[src/bcdc_pkg.sv]
`timescale 1ns / 1ps
// ----------------------------------------------------------------------------
// Button click detector package
// Shared widths, reset values, register indexes and event codes.
// ----------------------------------------------------------------------------
package bcdc_pkg;

    // Default width of the debounce and window counters.
    localparam int COUNT_WIDTH_DEF = 16;

    // Width of the tick length registers.
    localparam int TICK_W = 16;

    // Configuration port widths.
    localparam int CFG_IDX_W = 2;

    // Width of the click event code.
    localparam int EVENT_W = 2;

    // Register reset values in ticks.
    localparam logic [TICK_W-1:0] DEBOUNCE_TICKS_RST = 16'd12;
    localparam logic [TICK_W-1:0] DOUBLE_TICKS_RST   = 16'd200;

    // Register indexes.
    localparam logic [CFG_IDX_W-1:0] CFG_DEBOUNCE_TICKS = 2'd0;
    localparam logic [CFG_IDX_W-1:0] CFG_DOUBLE_TICKS   = 2'd1;

    // Click event codes.
    localparam logic [EVENT_W-1:0] EV_NONE   = 2'd0;
    localparam logic [EVENT_W-1:0] EV_SINGLE = 2'd1;
    localparam logic [EVENT_W-1:0] EV_DOUBLE = 2'd2;

endpackage

[src/bcdc_if.sv]
`timescale 1ns / 1ps
// ----------------------------------------------------------------------------
// Button click detector channel interfaces
// Input sample, click event and configuration write channels.
// ----------------------------------------------------------------------------

// Button sample channel.
interface bcdc_in_if;
    logic valid;
    logic ready;
    logic button_level;

    modport source (output valid, output button_level, input ready);
    modport sink   (input valid, input button_level, output ready);
endinterface

// Click event channel.
interface bcdc_out_if;
    logic                        valid;
    logic                        ready;
    logic [bcdc_pkg::EVENT_W-1:0] click_event;

    modport source (output valid, output click_event, input ready);
    modport sink   (input valid, input click_event, output ready);
endinterface

// Configuration write channel.
interface bcdc_cfg_if;
    logic                          valid;
    logic                          ready;
    logic [bcdc_pkg::CFG_IDX_W-1:0] index;
    logic [bcdc_pkg::TICK_W-1:0]    data;

    modport source (output valid, output index, output data, input ready);
    modport sink   (input valid, input index, input data, output ready);
endinterface

[src/button_click_double_click_detector.sv]
`timescale 1ns / 1ps
// ----------------------------------------------------------------------------
// Button click and double-click detector
// Debounces an active-low button sampled once per tick and reports single
// and double clicks, one event code per sample.
// ----------------------------------------------------------------------------
// Each accepted sample produces exactly one event code (none, single or
// double click) in the output register in the next cycle. A new sample can be
// accepted every cycle; the only thing that holds the input back is a result
// still waiting in the output register while the sink is not ready, so the
// sustained rate is one sample per cycle. Debounce and window lengths are set
// in ticks through the configuration channel (index 0 debounce length, index
// 1 double-click window) and should be written only while no sample is in
// flight. The counters saturate at 2**COUNT_WIDTH-1 and a length above that
// is treated as that value.
// ----------------------------------------------------------------------------
module button_click_double_click_detector #(
    parameter int COUNT_WIDTH = bcdc_pkg::COUNT_WIDTH_DEF
) (
    input  logic       i_clk,
    input  logic       i_rst_n,
    bcdc_in_if.sink    i_in,
    bcdc_out_if.source o_out,
    bcdc_cfg_if.sink   i_cfg
);
    import bcdc_pkg::*;

    // Width used for counter against length compares.
    localparam int CMP_W = (COUNT_WIDTH > TICK_W) ? COUNT_WIDTH : TICK_W;
    localparam logic [COUNT_WIDTH-1:0] CNT_MAX = {COUNT_WIDTH{1'b1}};

    // Configuration registers.
    logic [TICK_W-1:0] r_deb_ticks;
    logic [TICK_W-1:0] r_dbl_ticks;

    // Detector state.
    logic                   r_prev_level, n_prev_level;
    logic                   r_debouncing, n_debouncing;
    logic [COUNT_WIDTH-1:0] r_deb_cnt,    n_deb_cnt;
    logic                   r_trig_level, n_trig_level;
    logic                   r_win_open,   n_win_open;
    logic [COUNT_WIDTH-1:0] r_win_cnt,    n_win_cnt;

    // Output register.
    logic               r_out_valid;
    logic [EVENT_W-1:0] r_out_event, n_event;

    logic                   w_accept;
    logic [COUNT_WIDTH-1:0] w_win_adv;
    logic [COUNT_WIDTH-1:0] w_deb_adv;
    logic [CMP_W-1:0]       w_deb_lim;
    logic [CMP_W-1:0]       w_dbl_lim;

    // The input stalls only while a result waits for a busy sink.
    assign i_in.ready  = !r_out_valid || o_out.ready;
    assign w_accept    = i_in.valid && i_in.ready;
    assign i_cfg.ready = 1'b1;

    assign o_out.valid       = r_out_valid;
    assign o_out.click_event = r_out_event;

    // Lengths clamped to the counter range.
    assign w_deb_lim = (CMP_W'(r_deb_ticks) > CMP_W'(CNT_MAX)) ? CMP_W'(CNT_MAX)
                                                              : CMP_W'(r_deb_ticks);
    assign w_dbl_lim = (CMP_W'(r_dbl_ticks) > CMP_W'(CNT_MAX)) ? CMP_W'(CNT_MAX)
                                                              : CMP_W'(r_dbl_ticks);

    // Saturating counter increments.
    assign w_win_adv = (r_win_cnt == CNT_MAX) ? r_win_cnt : r_win_cnt + COUNT_WIDTH'(1);
    assign w_deb_adv = (r_deb_cnt == CNT_MAX) ? r_deb_cnt : r_deb_cnt + COUNT_WIDTH'(1);

    // One tick of the detector: window first, then debounce.
    always_comb begin
        n_prev_level = r_prev_level;
        n_debouncing = r_debouncing;
        n_deb_cnt    = r_deb_cnt;
        n_trig_level = r_trig_level;
        n_win_open   = r_win_open;
        n_win_cnt    = r_win_cnt;
        n_event      = EV_NONE;

        if (w_accept) begin
            if (r_win_open) begin
                n_win_cnt = w_win_adv;
                if (CMP_W'(w_win_adv) >= w_dbl_lim) begin
                    n_win_open = 1'b0;
                end
            end

            if (r_debouncing) begin
                n_deb_cnt = w_deb_adv;
                if (CMP_W'(w_deb_adv) >= w_deb_lim) begin
                    n_debouncing = 1'b0;
                    // A confirmed press is a click; a second one in the window is a double.
                    if ((i_in.button_level == r_trig_level) && !i_in.button_level) begin
                        if (n_win_open) begin
                            n_event = EV_DOUBLE;
                        end else begin
                            n_win_open = 1'b1;
                            n_win_cnt  = '0;
                            n_event    = EV_SINGLE;
                        end
                    end
                end
            end else begin
                if (i_in.button_level != r_prev_level) begin
                    n_trig_level = i_in.button_level;
                    n_debouncing = 1'b1;
                    n_deb_cnt    = '0;
                end
                n_prev_level = i_in.button_level;
            end
        end
    end

    // Configuration register writes.
    always_ff @(posedge i_clk) begin
        if (!i_rst_n) begin
            r_deb_ticks <= DEBOUNCE_TICKS_RST;
            r_dbl_ticks <= DOUBLE_TICKS_RST;
        end else if (i_cfg.valid) begin
            unique case (i_cfg.index)
                CFG_DEBOUNCE_TICKS: r_deb_ticks <= i_cfg.data;
                CFG_DOUBLE_TICKS:   r_dbl_ticks <= i_cfg.data;
                default: ;
            endcase
        end
    end

    // Detector state and output register.
    always_ff @(posedge i_clk) begin
        if (!i_rst_n) begin
            r_prev_level <= 1'b1;
            r_debouncing <= 1'b0;
            r_deb_cnt    <= '0;
            r_trig_level <= 1'b1;
            r_win_open   <= 1'b0;
            r_win_cnt    <= '0;
            r_out_valid  <= 1'b0;
        end else begin
            r_prev_level <= n_prev_level;
            r_debouncing <= n_debouncing;
            r_deb_cnt    <= n_deb_cnt;
            r_trig_level <= n_trig_level;
            r_win_open   <= n_win_open;
            r_win_cnt    <= n_win_cnt;
            if (w_accept) begin
                r_out_valid <= 1'b1;
            end else if (o_out.ready) begin
                r_out_valid <= 1'b0;
            end
        end
    end

    // Event payload needs no reset.
    always_ff @(posedge i_clk) begin
        if (w_accept) begin
            r_out_event <= n_event;
        end
    end

endmodule

[src/flat_wrapper.sv]
// flat-port wrapper written by rule: the top's interface ports become plain ports
module button_click_double_click_detector_flat import bcdc_pkg::*;
#(
    parameter int COUNT_WIDTH = bcdc_pkg::COUNT_WIDTH_DEF
)
  (i_clk, i_rst_n, i_in_valid, i_in_button_level, i_in_ready, o_out_valid, o_out_click_event, o_out_ready, i_cfg_valid, i_cfg_index, i_cfg_data, i_cfg_ready);
  bcdc_in_if i_in_i ();
  bcdc_out_if o_out_i ();
  bcdc_cfg_if i_cfg_i ();
  input  logic i_clk;
  input  logic i_rst_n;
  input wire logic [$bits(i_in_i.valid)-1:0] i_in_valid;
  input wire logic [$bits(i_in_i.button_level)-1:0] i_in_button_level;
  output wire logic [$bits(i_in_i.ready)-1:0] i_in_ready;
  output wire logic [$bits(o_out_i.valid)-1:0] o_out_valid;
  output wire logic [$bits(o_out_i.click_event)-1:0] o_out_click_event;
  input wire logic [$bits(o_out_i.ready)-1:0] o_out_ready;
  input wire logic [$bits(i_cfg_i.valid)-1:0] i_cfg_valid;
  input wire logic [$bits(i_cfg_i.index)-1:0] i_cfg_index;
  input wire logic [$bits(i_cfg_i.data)-1:0] i_cfg_data;
  output wire logic [$bits(i_cfg_i.ready)-1:0] i_cfg_ready;
  assign i_in_i.valid = i_in_valid;
  assign i_in_i.button_level = i_in_button_level;
  assign i_in_ready = i_in_i.ready;
  assign o_out_valid = o_out_i.valid;
  assign o_out_click_event = o_out_i.click_event;
  assign o_out_i.ready = o_out_ready;
  assign i_cfg_i.valid = i_cfg_valid;
  assign i_cfg_i.index = i_cfg_index;
  assign i_cfg_i.data = i_cfg_data;
  assign i_cfg_ready = i_cfg_i.ready;
  button_click_double_click_detector #(.COUNT_WIDTH(COUNT_WIDTH)) u_core (.i_clk(i_clk), .i_rst_n(i_rst_n), .i_in(i_in_i), .o_out(o_out_i), .i_cfg(i_cfg_i));
endmodule
[config.mk]
export PLATFORM = sky130hd
export DESIGN_NAME = button_click_double_click_detector_flat
export DESIGN_NICKNAME = d
export VERILOG_FILES = /design/src/bcdc_pkg.sv /design/src/bcdc_if.sv /design/src/button_click_double_click_detector.sv /design/src/flat_wrapper.sv
export SDC_FILE = /design/constraint.sdc
export NUM_CORES = 1
export LEC_CHECK = 0
export ABC_AREA = 1
export BUFFER_PORTS_ARGS = -buffer_cell sky130_fd_sc_hd__buf_2
export CORE_MARGIN = 5
export CORE_UTILIZATION = 25
export CTS_CLUSTER_DIAMETER = 100
export CTS_CLUSTER_SIZE = 40
export DETAILED_ROUTE_END_ITERATION = 10
export SETUP_SLACK_MARGIN = 0.1
export SLEW_MARGIN = 25
export SYNTH_ARGS = -nofsm -noshare
export SYNTH_HDL_FRONTEND = slang
export SYNTH_SLANG_ARGS = --single-unit
[constraint.sdc]
create_clock -name i_clk -period 7.92 [get_ports i_clk]
set_input_delay 0.792 -clock i_clk [delete_from_list [all_inputs] [get_ports i_clk]]
set_output_delay 0.792 -clock i_clk [all_outputs]
set_load 0.01 [all_outputs]
; Yosys cells after proc, flatten, opt, wreduce, memory -nomap -nowiden
; Cells that the tools add are included.
[word_totals]
ff_bits = 71
inputBits = 24
out_inout_bits = 5
word_cells = 59
[classes]
add_sub_neg = 2
magnitude_cmp = 4
eq_ne = 5
mux = 23
bitwise_logic = 1
reduce_logical = 14
[op_table]
columns = operator, count
row1 = $mux W16, 11
row2 = $add A16 B1 Y16 const B, 2
row3 = $eq A16 B16 Y1 const B, 2
row4 = $ge A16 B16 Y1, 2
row5 = $gt A16 B16 Y1 const B, 2
row6 = $mux W1, 11
row7 = $reduce_and A2 Y1, 4
row8 = $reduce_and A3 Y1, 2
row9 = $reduce_bool A2 Y1, 2
row10 = $eq A2 B1 Y1 const B, 1
row11 = $logic_and A1 B1 Y1, 2
row12 = $logic_not A1 Y1, 2
row13 = $logic_not A2 Y1, 1
row14 = $mux W2, 1
row15 = $eq A1 B1 Y1, 1
row16 = $logic_or A1 B1 Y1, 1
row17 = $ne A1 B1 Y1, 1
row18 = $not A1 Y1, 1

; Logic depth before layout (Yosys ltp)
[depth]
ltp_word = 10
mapped_depth = 21
depth_no_buf = 20

; Least setup slack after synthesis
; OpenSTA, ideal clock, no wires.
[synth_timing]
path_kind = register to register
startpoint = register u_core.r_deb_cnt[0]
endpoint = register u_core.r_out_event[0], in the netlist u_core.o_out.click_event[0], data pin
setup_time_ps = 255
arrival_time_ps = 2545
required_ps = 7665
slack_ps = 5120
path_stages_with_launch = 18
n_path_buf = 1
period_less_slack_ps = 2800
cell_sequence = dfxtp_1 -> ha_1 -> nand2_2 -> nor3_4 -> nand2_2 -> nor2_1 -> nand3_1 -> nor2_1 -> a21oi_1 -> ha_1 -> nand2_1 -> o21bai_1 -> nand2_1 -> a21oi_1 -> nand3_1 -> nand3_2 -> buf_2 -> inv_1
[synth_via]
elab_chain_len = 4
elab_cells_between_ends = 5
classes_between = add/sub (1) / order compare (1) / eq/ne (1) / mux (1) / reduce/logical (1)
[synth_rtl]
columns = element, line_no
row1 = "start, declared", button_click_double_click_detector.sv:39  ; logic [COUNT_WIDTH-1:0] r_deb_cnt, n_deb_cnt;
row2 = "start signal, assigned", button_click_double_click_detector.sv:143  ; r_deb_cnt <= n_deb_cnt;
row3 = $add A16 B1 Y16 or $eq A16 B16 Y1 (tied branches), button_click_double_click_detector.sv:70  ; assign w_deb_adv = (r_deb_cnt == CNT_MAX) ? r_deb_cnt : r_deb_cnt + COUNT_WIDTH'(1);
row4 = $mux W16 (*), button_click_double_click_detector.sv:70
row5 = $ge A16 B16 Y1 (*), button_click_double_click_detector.sv:92  ; if (CMP_W'(w_deb_adv) >= w_deb_lim) begin
row6 = $reduce_and A3 Y1 (no source line) (*), n/a
row7 = "end signal, assigned", button_click_double_click_detector.sv:158  ; r_out_event <= n_event;
row8 = "end, declared", button_click_double_click_detector.sv:46  ; logic [EVENT_W-1:0] r_out_event, n_event;
; Every way passes the cells marked *; elsewhere a longest branch is shown, timed or not.
; A chain may end at the register's enable or synchronous reset.

; Worst setup path after layout
[layout_timing]
startpoint = register u_core.r_win_cnt[0]
endpoint = register u_core.r_win_cnt[11]
[layout_via]
elab_chain_len = 10
elab_cells_between_ends = 12
classes_between = add/sub (1) / order compare (1) / eq/ne (1) / mux (9)
[layout_rtl]
columns = element, line_no
row1 = "start, declared", button_click_double_click_detector.sv:42  ; logic [COUNT_WIDTH-1:0] r_win_cnt, n_win_cnt;
row2 = "start signal, assigned", button_click_double_click_detector.sv:146  ; r_win_cnt <= n_win_cnt;
row3 = $add A16 B1 Y16 or $eq A16 B16 Y1 (tied branches), button_click_double_click_detector.sv:69  ; assign w_win_adv = (r_win_cnt == CNT_MAX) ? r_win_cnt : r_win_cnt + COUNT_WIDTH'(1);
row4 = $mux W16 (*), button_click_double_click_detector.sv:69
row5 = $ge A16 B16 Y1, button_click_double_click_detector.sv:85  ; if (CMP_W'(w_win_adv) >= w_dbl_lim) begin
row6 = $mux W1, button_click_double_click_detector.sv:85
row7 = $mux W1, button_click_double_click_detector.sv:83  ; if (r_win_open) begin
row8 = $mux W1, button_click_double_click_detector.sv:82  ; if (w_accept) begin
row9 = $mux W16, button_click_double_click_detector.sv:96  ; if (n_win_open) begin
row10 = $mux W16, button_click_double_click_detector.sv:95  ; if ((i_in.button_level == r_trig_level) && !i_in.button_level) begin
row11 = $mux W16, button_click_double_click_detector.sv:92
row12 = $mux W16 (*), button_click_double_click_detector.sv:90  ; if (r_debouncing) begin
; Every way passes the cells marked *; elsewhere a longest branch is shown, timed or not. The select of a mux whose other input is x is not followed.

==> out/metrics.csv <==
metric,value,unit
max-capacitance violation count,0,
ratio of total power to cell area,175,nW/um2
Critical Setup Path Class,flop to flop,
final setup violation count,0,
final total power,881,uW
max-slew violations,0,
first-pass GRT wire length,18.6,mm
number of hold-repair buffers added at the cts stage,0,
initial antenna violation count,0,
area added between synthesis and finish,13.0,%
total die area,20500,um2
"Setup Fix Bufs, Post-CTS",0,
pin count of the biggest net entering global routing,48,
number of remaining DRC errors,0,
Layout fillers,1896,
sequential share of power,0.444,
CTS Root Buffer Type,sky130_fd_sc_hd__clkbuf_16,
number of different library cells in the post-synthesis netlist,34,
number of rows created at floorplan,48,
post-synthesis register bit count,71,
"Net Count, Synth",719,
count of vias placed by the detailed router,4052,
hold violation total from the final report,0,
clock group share of total power,0.434,
DRC violation total after the first TritonRoute iteration,247,
most frequent cells in the layout,"sky130_fd_sc_hd__nand2_1 (174), sky130_fd_sc_hd__inv_1 (81), sky130_fd_sc_hd__a21oi_1 (72)",
routed via count divided by cell count,4.48,
insertion delay of the later-clocked pin in the worst-skew pair,340,ps
measured slew at the worst slew-check pin,873,ps
via count of the first global-routing pass,3764,
status,"finished, final reports clean",
total global routing track utilization,0.112,
hold_ws,460,ps
depth of the worst hold-timing path,2,
register area share after synthesis,0.325,
number of cell instances on the worst register-to-register path,17,
worst hold path class,flop to flop,
biggest fanout along the worst timing path,19,
initial core utilization,0.256,
sum of negative setup slack,0,ps
post-route fraction of the period consumed by the critical path,0.440,
Post-layout nets,732,
number of top-level pins,29,
WP data arrival,3670,ps
CTS tree,done,
remaining global-route overflow,0,
clock tree skew after final layout,8.79,ps
critical path endpoint category,flop,
Critical Path Source Type,flop,
leakage power summed over all cells,0.00222,uW
Resized cells post-CTS,0,
share of final-layout standard cells stronger than drive strength 1,0.0972,
final critical path time including I/O delays and setup,3480,ps
synthesized instance count,661,
worst-case hold path end point,u_core.r_deb_ticks[13],
endpoint of the most critical register-to-register path,u_core.r_win_cnt[11],
Die Span X,143,um
unrepaired setup endpoints after global routing,no,
Routed Wire Length,10.9,mm
Post-Syn Area per Cell,6.72,um2
dominant cells by area after synthesis,"sky130_fd_sc_hd__dfxtp_1 (31%), sky130_fd_sc_hd__nand2_1 (15%), sky130_fd_sc_hd__ha_1 (9.6%)",
Clock Sink Count,71,
clock-pin slew on the worst setup and hold paths,60,ps
reg-to-reg critical path startpoint,u_core.r_win_cnt[0],
"most common cell after layout, fill and taps aside",sky130_fd_sc_hd__nand2_1,
number of warning messages in the yosys log,0,
leading area contributor after synthesis,sky130_fd_sc_hd__dfxtp_1,
post-synth top area share,0.311,
routability cong.,0.833,
Worst Path Required,8110,ps
maximum clock frequency,287,MHz
maximum ir drop on the vdd rail,0.0000806,V
number of buffer cells added on primary ports,27,
CTS H-tree lvls,3,
Worst Hold Launch,u_core.r_deb_ticks[13],
n_diodes,0,
internal reg-to-reg setup slack,4440,ps
relative slew slack,0.417,
final HPWL from detailed placement,8.03,mm
vertical extent of the die,143,um
switching component of the power,238,uW
TritonCTS Buffers,9,
"buffers from clock root to sink, at most",2,
cell internal power dissipation,642,uW
final antenna-violating net count,0,
DR WL/cell,12.1,um
placeable core area,17400,um2
synthesized cell area,4440,um2
Sw Ratio,0.271,
first-pass iteration count of the detailed router,4,
combinational group share of total power,0.122,
-- Yosys cell counts --
library cell,n
sky130_fd_sc_hd__a211o_1,1
sky130_fd_sc_hd__a21o_1,1
sky130_fd_sc_hd__a21oi_1,72
sky130_fd_sc_hd__a31oi_1,4
sky130_fd_sc_hd__a41oi_1,1
sky130_fd_sc_hd__and2_1,2
sky130_fd_sc_hd__buf_1,1
sky130_fd_sc_hd__buf_2,3
sky130_fd_sc_hd__buf_4,2
sky130_fd_sc_hd__buf_6,2
sky130_fd_sc_hd__clkbuf_1,17
sky130_fd_sc_hd__conb_1,1
sky130_fd_sc_hd__dfxtp_1,69
sky130_fd_sc_hd__edfxtp_1,2
sky130_fd_sc_hd__ha_1,34
sky130_fd_sc_hd__inv_1,81
sky130_fd_sc_hd__inv_2,2
sky130_fd_sc_hd__nand2_1,174
sky130_fd_sc_hd__nand2_2,9
sky130_fd_sc_hd__nand3_1,29
sky130_fd_sc_hd__nand3_2,3
sky130_fd_sc_hd__nand4_1,5
sky130_fd_sc_hd__nor2_1,50
sky130_fd_sc_hd__nor2_4,2
sky130_fd_sc_hd__nor3_1,9
sky130_fd_sc_hd__nor3_2,3
sky130_fd_sc_hd__nor3_4,1
sky130_fd_sc_hd__o211ai_1,5
sky130_fd_sc_hd__o21ai_0,52
sky130_fd_sc_hd__o21ai_1,2
sky130_fd_sc_hd__o21ai_2,3
sky130_fd_sc_hd__o21bai_1,1
sky130_fd_sc_hd__xnor2_1,6
sky130_fd_sc_hd__xor2_1,12
-- registers in the layout, summed over array words and instances, names as in the netlist --
signal / cells
u_core.r_deb_cnt: 16
u_core.r_win_cnt: 16
u_core.r_debouncing: 1
u_core.r_trig_level: 1
u_core.r_prev_level: 1
u_core.r_deb_ticks: 16
u_core.o_out.valid: 1
u_core.o_out.click_event: 2
u_core.r_win_open: 1
u_core.r_dbl_ticks: 16
-- per-layer routing --
metal,share of wire,up-vias,global-route usage
met2,0.42,66,0.166
met5,0,-,0
met1,0.53,1803,0.163
met4,0.020,0,0.0466
li1,-,2166,-
met3,0.031,17,0.0170
-- critical path, stage by stage, from the launching register on --
cell                      delay (ps)
sky130_fd_sc_hd__dfxtp_1         460
sky130_fd_sc_hd__ha_1            310
sky130_fd_sc_hd__nand3_2         140
sky130_fd_sc_hd__nor3_2          260
sky130_fd_sc_hd__nand2_2         310
sky130_fd_sc_hd__o21ai_0         300
sky130_fd_sc_hd__inv_1            70
sky130_fd_sc_hd__ha_1            300
sky130_fd_sc_hd__nand2_1          60
sky130_fd_sc_hd__nor2_1           80
sky130_fd_sc_hd__and2_1          140
sky130_fd_sc_hd__nor2_1           40
sky130_fd_sc_hd__nand3_1          60
sky130_fd_sc_hd__nand2_1          50
sky130_fd_sc_hd__nand2_1         150
sky130_fd_sc_hd__nand3_2         350
sky130_fd_sc_hd__nand3_1         190
sky130_fd_sc_hd__a21oi_1          70
-- kinds of logic after synthesis --
family          count (synthesis)  share of synthesized area
compound gates                142                      0.169
xor+xnor                       18                     0.0355
fa+ha+maj                      34                     0.0958
buf+inv                       108                     0.0972
flops                          71                      0.325
other cells                     1                   0.000844
simple gates                  287                      0.277
-- power by group through the flow --
stage	combinational (uW)	sequential (uW)	clock, uW
6_report	108	391	382
5_1_grt	128	393	408
4_1_cts	109	391	392
3_5_place_dp	108	398	0
3_3_place_gp	106	398	0
2_1_floorplan	82.2	393	0
-- final cells by class --
type                       instances  area, um2  area share
multi-input combinational        482       2570       0.513
timing repair buffer              27        135      0.0269
clock inverter                     3       16.3     0.00324
inverter                          83        312      0.0620
sequential                        71       1440       0.287
clock buffer                      13        260      0.0518
tap                              225        282      0.0561
-- worst max-delay path by stage --
stage,from,endpoint,slack [ps],cells past startpoint
floorplan,u_core.r_deb_cnt[0],u_core.o_out.click_event[0],5120,17
global placement,u_core.r_win_cnt[0],u_core.r_win_cnt[10],4560,17
detailed placement,u_core.r_win_cnt[0],u_core.r_win_cnt[4],4520,17
CTS,u_core.r_win_cnt[0],u_core.r_win_cnt[4],4490,17
global route,u_core.r_deb_cnt[0],u_core.r_win_cnt[2],4120,16
finish,u_core.r_win_cnt[0],u_core.r_win_cnt[11],4440,17
-- per-stage QoR --
step                instances  setup WS, ps  instance area, um2  utilization
CTS                       904          4490                5020        0.289
finish                    904          4440                5020        0.289
floorplan                 661          5120                4440            -
global placement          888          4560                4740        0.273
detailed placement        888          4520                4740        0.273
global route              904          4120                5020        0.289
(Power assumes the default switching activity.)
